===== src/hw/rtl/spq_pkg.sv =====
package spq_pkg;

    localparam int CAPACITY_DEF  = 16;
    localparam int PRIO_BITS_DEF = 16;

    localparam int VALUE_W = 32;
    localparam int PRIO_W  = 16;
    localparam int COUNT_W = 5;
    localparam int KIND_W  = 2;

    localparam logic [KIND_W-1:0] KIND_ENQ  = 2'd0;
    localparam logic [KIND_W-1:0] KIND_DEQ  = 2'd1;
    localparam logic [KIND_W-1:0] KIND_PEEK = 2'd2;

    typedef enum logic [1:0] {
        ERR_NONE  = 2'd0,
        ERR_FULL  = 2'd1,
        ERR_EMPTY = 2'd2
    } err_t;

    typedef struct packed {
        logic [VALUE_W-1:0] value;
        logic [PRIO_W-1:0]  prio;
    } entry_t;

    typedef struct packed {
        logic   enq;
        logic   deq;
        entry_t fresh;
    } cell_ctl_t;

endpackage


===== src/hw/rtl/spq_cell.sv =====
module spq_cell
    import spq_pkg::*;
(
    input  logic      clk,
    input  cell_ctl_t ctl,
    input  logic      occupied,
    input  logic      left_keep,
    input  entry_t    left_entry,
    input  entry_t    right_entry,
    output logic      keep,
    output entry_t    entry,
    output entry_t    entry_next
);

    entry_t entry_reg;

    assign entry = entry_reg;
    assign keep  = occupied && (entry_reg.prio <= ctl.fresh.prio);

    always_comb
    begin
        entry_next = entry_reg;
        if (ctl.enq)
        begin
            if (keep)
                entry_next = entry_reg;
            else if (left_keep)
                entry_next = ctl.fresh;
            else
                entry_next = left_entry;
        end
        else if (ctl.deq)
        begin
            entry_next = right_entry;
        end
    end

    always_ff @(posedge clk)
    begin
        entry_reg <= entry_next;
    end

endmodule


===== src/hw/rtl/stable_priority_queue.sv =====
// Bounded priority queue, smallest priority first, equal priorities in arrival
// order. Each item is an enqueue, a dequeue of the head or a peek, and yields
// one result: head value and priority after the operation (zero when empty),
// entry count and an error code (1 enqueue refused when full, 2 dequeue or peek
// on empty; kind 3 acts as peek). Entries sit in a row of CAPACITY cells that
// compare against the incoming priority and shift left or right all at once,
// so one item is taken every cycle while in_stall is low, and its result is
// shown the cycle after from output registers fed by the combinational shift.
module stable_priority_queue
    import spq_pkg::*;
#(
    parameter int CAPACITY  = CAPACITY_DEF,
    parameter int PRIO_BITS = PRIO_BITS_DEF
)
(
    input  logic                      clk,
    input  logic                      rst_n,
    input  logic                      in_valid,
    output logic                      in_stall,
    input  logic [KIND_W-1:0]         kind,
    input  logic signed [VALUE_W-1:0] item_value,
    input  logic [PRIO_W-1:0]         item_priority,
    output logic                      out_valid,
    input  logic                      out_stall,
    output logic signed [VALUE_W-1:0] head_value,
    output logic [PRIO_W-1:0]         head_priority,
    output logic [COUNT_W-1:0]        entry_count,
    output logic [1:0]                op_error
);

    localparam int CW = $clog2(CAPACITY + 1);
    localparam logic [PRIO_W-1:0] PRIO_MASK = (PRIO_BITS >= PRIO_W) ? {PRIO_W{1'b1}}
        : PRIO_W'((64'd1 << PRIO_BITS) - 64'd1);
    localparam logic [CW-1:0] FULL_COUNT = CW'(CAPACITY);

    logic [CW-1:0]      count_reg, count_next;
    logic               out_valid_reg;
    logic [VALUE_W-1:0] head_value_reg;
    logic [PRIO_W-1:0]  head_priority_reg;
    logic [CW-1:0]      count_out_reg;
    err_t               err_reg, err_next;

    logic      accept, full, empty, is_enq, is_deq;
    cell_ctl_t ctl;
    entry_t    cell_q    [CAPACITY];
    entry_t    cell_d    [CAPACITY];
    logic      cell_keep [CAPACITY];

    assign in_stall = out_valid_reg && out_stall;
    assign accept   = in_valid && !in_stall;
    assign full     = (count_reg == FULL_COUNT);
    assign empty    = (count_reg == '0);
    assign is_enq   = (kind == KIND_ENQ);
    assign is_deq   = (kind == KIND_DEQ);

    always_comb
    begin
        ctl.enq         = accept && is_enq && !full;
        ctl.deq         = accept && is_deq && !empty;
        ctl.fresh.value = item_value;
        ctl.fresh.prio  = item_priority & PRIO_MASK;
    end

    genvar g;
    generate
        for (g = 0; g < CAPACITY; g++)
        begin : g_cell
            entry_t left_e, right_e;
            logic   left_k;
            if (g == 0)
            begin : g_first
                assign left_e = ctl.fresh;
                assign left_k = 1'b1;
            end
            else
            begin : g_inner
                assign left_e = cell_q[g-1];
                assign left_k = cell_keep[g-1];
            end
            if (g == CAPACITY - 1)
            begin : g_last
                assign right_e = cell_q[g];
            end
            else
            begin : g_mid
                assign right_e = cell_q[g+1];
            end
            spq_cell u_cell (
                .clk         (clk),
                .ctl         (ctl),
                .occupied    (CW'(g) < count_reg),
                .left_keep   (left_k),
                .left_entry  (left_e),
                .right_entry (right_e),
                .keep        (cell_keep[g]),
                .entry       (cell_q[g]),
                .entry_next  (cell_d[g])
            );
        end
    endgenerate

    always_comb
    begin
        count_next = count_reg;
        err_next   = ERR_NONE;
        if (ctl.enq)
            count_next = count_reg + CW'(1);
        else if (ctl.deq)
            count_next = count_reg - CW'(1);
        if (is_enq && full)
            err_next = ERR_FULL;
        else if (!is_enq && empty)
            err_next = ERR_EMPTY;
    end

    always_ff @(posedge clk or negedge rst_n)
    begin
        if (!rst_n)
        begin
            count_reg     <= '0;
            out_valid_reg <= 1'b0;
        end
        else
        begin
            if (accept)
            begin
                count_reg     <= count_next;
                out_valid_reg <= 1'b1;
            end
            else if (!out_stall)
            begin
                out_valid_reg <= 1'b0;
            end
        end
    end

    always_ff @(posedge clk)
    begin
        if (accept)
        begin
            count_out_reg <= count_next;
            err_reg       <= err_next;
            if (count_next == '0)
            begin
                head_value_reg    <= '0;
                head_priority_reg <= '0;
            end
            else
            begin
                head_value_reg    <= cell_d[0].value;
                head_priority_reg <= cell_d[0].prio;
            end
        end
    end

    assign out_valid     = out_valid_reg;
    assign head_value    = head_value_reg;
    assign head_priority = head_priority_reg;
    assign entry_count   = COUNT_W'(count_out_reg);
    assign op_error      = err_reg;

    a_count_bound: assert property (@(posedge clk) disable iff (!rst_n)
        count_reg <= FULL_COUNT)
        else $error("entry count beyond capacity");

    a_enq_grows: assert property (@(posedge clk) disable iff (!rst_n)
        ctl.enq |=> count_reg == $past(count_reg) + CW'(1))
        else $error("enqueue did not add an entry");

    a_refused_holds: assert property (@(posedge clk) disable iff (!rst_n)
        (accept && !ctl.enq && !ctl.deq) |=> $stable(count_reg))
        else $error("count changed on a refused or peek item");

    a_empty_err_zero: assert property (@(posedge clk) disable iff (!rst_n)
        (out_valid_reg && err_reg == ERR_EMPTY) |->
        (count_out_reg == '0 && head_value_reg == '0 && head_priority_reg == '0))
        else $error("empty error with non-empty result");

endmodule


===== config.mk =====
export PLATFORM = sky130hd
export DESIGN_NAME = stable_priority_queue
export DESIGN_NICKNAME = d
export VERILOG_FILES = /design/src/hw/rtl/spq_pkg.sv /design/src/hw/rtl/spq_cell.sv /design/src/hw/rtl/stable_priority_queue.sv
export SDC_FILE = /design/constraint.sdc
export NUM_CORES = 2
export LEC_CHECK = 0
export ABC_AREA = 1
export BUFFER_PORTS_ARGS = -buffer_cell sky130_fd_sc_hd__buf_2
export CORE_UTILIZATION = 44
export CTS_CLUSTER_SIZE = 30
export DETAILED_ROUTE_END_ITERATION = 8
export GPL_TIMING_DRIVEN = 0
export HOLD_SLACK_MARGIN = 0.1
export PLACE_DENSITY = 0.64
export SLEW_MARGIN = 20
export SYNTH_ARGS = -nofsm -noshare
export SYNTH_HDL_FRONTEND = slang
export SYNTH_SLANG_ARGS = --single-unit

===== constraint.sdc =====
create_clock -name clk -period 12.6 [get_ports clk]
set_clock_uncertainty 0.05 [all_clocks]
set_input_delay 1.26 -clock clk [delete_from_list [all_inputs] [get_ports clk]]
set_output_delay 1.26 -clock clk [all_outputs]
set_load 0.1 [all_outputs]

==> flow_results.xml <==
<?xml version="1.0" encoding="UTF-8"?>
<metrics>
  <group name="status">
    <metric name="status" unit="">finished, final reports clean</metric>
  </group>
  <group name="setup_path">
    <metric name="crit_path_end" unit="">g_cell[13].u_cell.entry[14]$_DFFE_PP_</metric>
    <metric name="timing.critical_path.fanout_max" unit="">25</metric>
    <metric name="cp_top_family" unit="">buffers and inverters</metric>
    <metric name="setup.worst_path.class" unit="">in2reg</metric>
    <metric name="worst-r2r-cell-count" unit="">10</metric>
    <metric name="cp_cell_sequence" unit="">buf_2 -&gt; inv_1 -&gt; clkbuf_2 -&gt; ha_1 -&gt; nand4_1 -&gt; nor3_1 -&gt; nand2_1 -&gt; nand2_1 -&gt; nand2_1 -&gt; buf_2 -&gt; buf_1 -&gt; a31oi_4 -&gt; buf_8 -&gt; buf_16</metric>
    <metric name="regToRegStartpoint" unit="">count_reg[1]$_DFFE_PN0P_</metric>
    <metric name="worst-r2r-setup-slack" unit="ns">8.61</metric>
    <metric name="crit_buf_inv" unit="">7</metric>
    <metric name="cp_num_cells" unit="">14</metric>
    <metric name="crit_end_element" unit="">flip-flop</metric>
    <metric name="worstSetupStartpoint" unit="">item_priority[15]</metric>
    <metric name="data_required_time_at_the_worst_endpoint" unit="ns">12.93</metric>
    <metric name="start_kind" unit="">primary input</metric>
    <metric name="timing.critical_path.mode_cell" unit="">sky130_fd_sc_hd__nand2_1</metric>
    <metric name="critical_path.reg2reg.endpoint" unit="">g_cell[13].u_cell.entry[14]$_DFFE_PP_</metric>
    <metric name="critPathArrivalTime" unit="ns">5.07</metric>
    <metric name="timing.critical_path.slowest_stage_cell" unit="">sky130_fd_sc_hd__clkbuf_2</metric>
    <metric name="cp_slowest_stage_delay" unit="ns">0.66</metric>
  </group>
  <group name="cts">
    <metric name="worstSkewPairLatency" unit="ns">0.68</metric>
    <metric name="cts_buffers" unit="">93</metric>
    <metric name="cts_htree_levels" unit="">3</metric>
    <metric name="clock_tree.root_cell" unit="">sky130_fd_sc_hd__clkbuf_16</metric>
    <metric name="cts_resized" unit="">0</metric>
    <metric name="holdBufCountCts" unit="">0</metric>
    <metric name="cts-root-to-sink-buffers" unit="">3</metric>
    <metric name="cts.reportedPaths.clkPinSlew" unit="ns">0.06</metric>
    <metric name="tritoncts" unit="">yes</metric>
    <metric name="cts_setup_buffers" unit="">0</metric>
    <metric name="clock-sinks" unit="">829</metric>
  </group>
  <group name="logic_synthesis">
    <metric name="synth_seq_area_share" unit="">0.476</metric>
    <metric name="post_synth_inst_count" unit="">6621</metric>
    <metric name="syn-mean-instance-area" unit="sq um">7.74</metric>
    <metric name="synth_warnings" unit="">0</metric>
    <metric name="yosysUniqueCellTypes" unit="">39</metric>
    <metric name="ys.flop_type" unit="">sky130_fd_sc_hd__edfxtp_1</metric>
    <metric name="synth_enable_flop_cells" unit="">775</metric>
    <metric name="post-synth-top-area-cell" unit="">sky130_fd_sc_hd__edfxtp_1</metric>
    <metric name="syn_nets" unit="">6935</metric>
    <metric name="post_synthesis_cell_area" unit="sq mm">0.0513</metric>
    <metric name="ys_top_cells_by_area" unit="">sky130_fd_sc_hd__edfxtp_1 (45%), sky130_fd_sc_hd__nand2_1 (17%), sky130_fd_sc_hd__nand3_1 (13%)</metric>
    <metric name="async_reset_ff_frac" unit="">0.00724</metric>
    <metric name="share_of_yosys_cell_area_claimed_by_the_top_area_cell_type" unit="">0.454</metric>
    <metric name="number_of_synthesized_register_bits" unit="">829</metric>
  </group>
  <group name="layout">
    <metric name="final_standard_cell_count_with_taps_included_and_fillers_excluded" unit="">8449</metric>
    <metric name="areaGrowthSynthToFinish" unit="%">12.6</metric>
    <metric name="final_common_cell" unit="">sky130_fd_sc_hd__nand2_1</metric>
    <metric name="largest_register_ffs" unit="">768</metric>
    <metric name="layout-drive-gt1-share" unit="">0.0656</metric>
    <metric name="finalInstanceArea" unit="sq mm">0.0577</metric>
    <metric name="nets_final" unit="">7175</metric>
    <metric name="layout.filler_cells" unit="">11200</metric>
    <metric name="layout.cells.most_common_list" unit="">sky130_fd_sc_hd__nand2_1 (2334), sky130_fd_sc_hd__nand3_1 (1379), sky130_fd_sc_hd__inv_1 (789)</metric>
  </group>
  <group name="placed_design">
    <metric name="place_area" unit="sq mm">0.0548</metric>
    <metric name="placed_insts" unit="">8278</metric>
    <metric name="dp_hpwl" unit="microns">120000</metric>
    <metric name="place_congestion" unit="">0.926</metric>
    <metric name="numPortBuffers" unit="">110</metric>
  </group>
  <group name="detailed_routing">
    <metric name="post_drt_via_cell_ratio" unit="">5.11</metric>
    <metric name="antenna_left" unit="">0</metric>
    <metric name="routed_wire_length_per_instance" unit="microns">17.5</metric>
    <metric name="totalWireLength" unit="microns">148000</metric>
    <metric name="drcViolationCount" unit="">0</metric>
    <metric name="num_vias" unit="">43200</metric>
    <metric name="drt_iter0_drc" unit="">3796</metric>
    <metric name="drt-pass1-iter-count" unit="">6</metric>
  </group>
  <group name="floorplan">
    <metric name="fp.coreArea" unit="sq mm">0.115</metric>
    <metric name="fp.dieH" unit="microns">343</metric>
    <metric name="die-area" unit="sq mm">0.118</metric>
    <metric name="ios" unit="">111</metric>
    <metric name="die_width" unit="microns">343</metric>
    <metric name="start_util" unit="">0.446</metric>
    <metric name="rows" unit="">124</metric>
  </group>
  <group name="timing">
    <metric name="min_period" unit="ns">4.74</metric>
    <metric name="pin_slew_with_the_least_headroom_to_its_limit" unit="ns">1.24</metric>
    <metric name="fmaxAchievable" unit="GHz">0.211</metric>
    <metric name="final_min_period_over_clock_period" unit="">0.376</metric>
    <metric name="timing_hold_violations_final" unit="">0</metric>
    <metric name="aggregate_negative_setup_slack" unit="ns">0</metric>
    <metric name="final-setup-viol-count" unit="">0</metric>
    <metric name="drv_slew" unit="">0</metric>
    <metric name="timing.slew.headroom" unit="">0.170</metric>
    <metric name="grt_setup_unrepaired" unit="">false</metric>
  </group>
  <group name="power_and_ir_drop">
    <metric name="peak_supply_drop" unit="uV">108</metric>
    <metric name="power_density" unit="mW/mm^2">167</metric>
    <metric name="p_leak" unit="nW">27.6</metric>
  </group>
  <group name="global_routing">
    <metric name="grt_start_max_net_pins" unit="">39</metric>
    <metric name="grt_pass1_wl" unit="microns">230000</metric>
    <metric name="grt_pass1_vias" unit="">41000</metric>
    <metric name="antenna_violations_before_repair" unit="">1</metric>
    <metric name="groute.usage.overall" unit="">0.248</metric>
    <metric name="global_route.overflow_total" unit="">0</metric>
  </group>
  <group name="run">
    <metric name="drv_cap" unit="">0</metric>
  </group>
  <group name="hold_path">
    <metric name="worstHoldPathType" unit="">in2async</metric>
  </group>
</metrics>
[worst min-delay path by stage]
stage | from | to | slack [ns]
finish | rst_n | count_reg[0]$_DFFE_PN0P_ | 0.37
global route | rst_n | count_reg[2]$_DFFE_PN0P_ | 0.35
CTS | rst_n | count_reg[1]$_DFFE_PN0P_ | 0.34
detailed placement | g_cell[0].u_cell.entry[38]$_DFF_P_ | g_cell[0].u_cell.entry[38]$_DFF_P_ | 0.43
global placement | g_cell[0].u_cell.entry[45]$_DFF_P_ | g_cell[0].u_cell.entry[45]$_DFF_P_ | 0.43
floorplan | g_cell[0].u_cell.entry[0]$_DFF_P_ | g_cell[0].u_cell.entry[0]$_DFF_P_ | 0.42
[where the power goes]
| part | internal, W | switching, W |
|---|---|---|
| logic | 0.000936 | 0.00249 |
| registers | 0.00342 | 0.000177 |
| clock network | 0.00147 | 0.00117 |
[metrics by stage]
| stage | utilization | hold WS [ns] | setup slack (ns) | total power (W) |
|---|---|---|---|---|
| floorplan | - | 0.415 | 6.25 | 0.00607 |
| global placement | 0.467 | 0.432 | 3.78 | 0.00690 |
| detailed placement | 0.477 | 0.430 | 7.16 | 0.00704 |
| CTS | 0.502 | 0.338 | 7.88 | 0.00967 |
| global route | 0.502 | 0.350 | 7.70 | 0.0102 |
| finish | 0.502 | 0.369 | 7.86 | 0.00966 |
[layer usage]
layer | track usage | vias to the layer above | wire length (microns) | share of wire
li1 | - | 22400 | - | -
met1 | 0.343 | 19100 | 67600 | 0.46
met2 | 0.399 | 1511 | 65600 | 0.44
met3 | 0.0365 | 249 | 9810 | 0.066
met4 | 0.0794 | 0 | 4740 | 0.032
met5 | 0 | - | 0 | 0
[kinds of logic after synthesis]
group	Yosys count	synth area share
compound gates	429	0.0465
xor+xnor	3	0.000513
fa+ha+maj	260	0.0635
buf+inv	1251	0.0949
flops	829	0.476
simple gates	3849	0.319
[cells in the mapped netlist, types with 48 or more instances]
library cell               number
sky130_fd_sc_hd__nand3_1     1379
sky130_fd_sc_hd__inv_1        790
sky130_fd_sc_hd__nor2_1        67
sky130_fd_sc_hd__buf_2        110
sky130_fd_sc_hd__ha_1         260
sky130_fd_sc_hd__nand2_1     2334
sky130_fd_sc_hd__a21oi_1      202
sky130_fd_sc_hd__clkbuf_1     290
sky130_fd_sc_hd__a22oi_1       48
sky130_fd_sc_hd__o21ai_0      131
sky130_fd_sc_hd__dfxtp_1       48
sky130_fd_sc_hd__edfxtp_1     775
[worst register-to-register path: stages (launching register included)]
cell and delay (ns):
sky130_fd_sc_hd__dfrtp_1 0.57, sky130_fd_sc_hd__inv_1 0.24, sky130_fd_sc_hd__ha_1 0.26, sky130_fd_sc_hd__nand3_1 0.18, sky130_fd_sc_hd__nand3_2 0.22, sky130_fd_sc_hd__inv_2 0.16, sky130_fd_sc_hd__clkbuf_1 0.46, sky130_fd_sc_hd__clkbuf_2 0.77
sky130_fd_sc_hd__a31oi_4 0.40, sky130_fd_sc_hd__buf_8 0.26, sky130_fd_sc_hd__buf_16 0.17
[layout make-up]
cell class	instances	area, sq um	area share
clock inverters	52	414	0.00718
inverters	800	3010	0.0521
flip-flops and latches	829	24400	0.422
plain buffers	451	1880	0.0326
multi-input cells	4541	22300	0.386
well taps	1512	1890	0.0328
repair buffers	145	1430	0.0247
diodes	1	2.50	0.0000434
clock buffers	118	2460	0.0426
No activity file was read; power rests on OpenSTA's default activity.
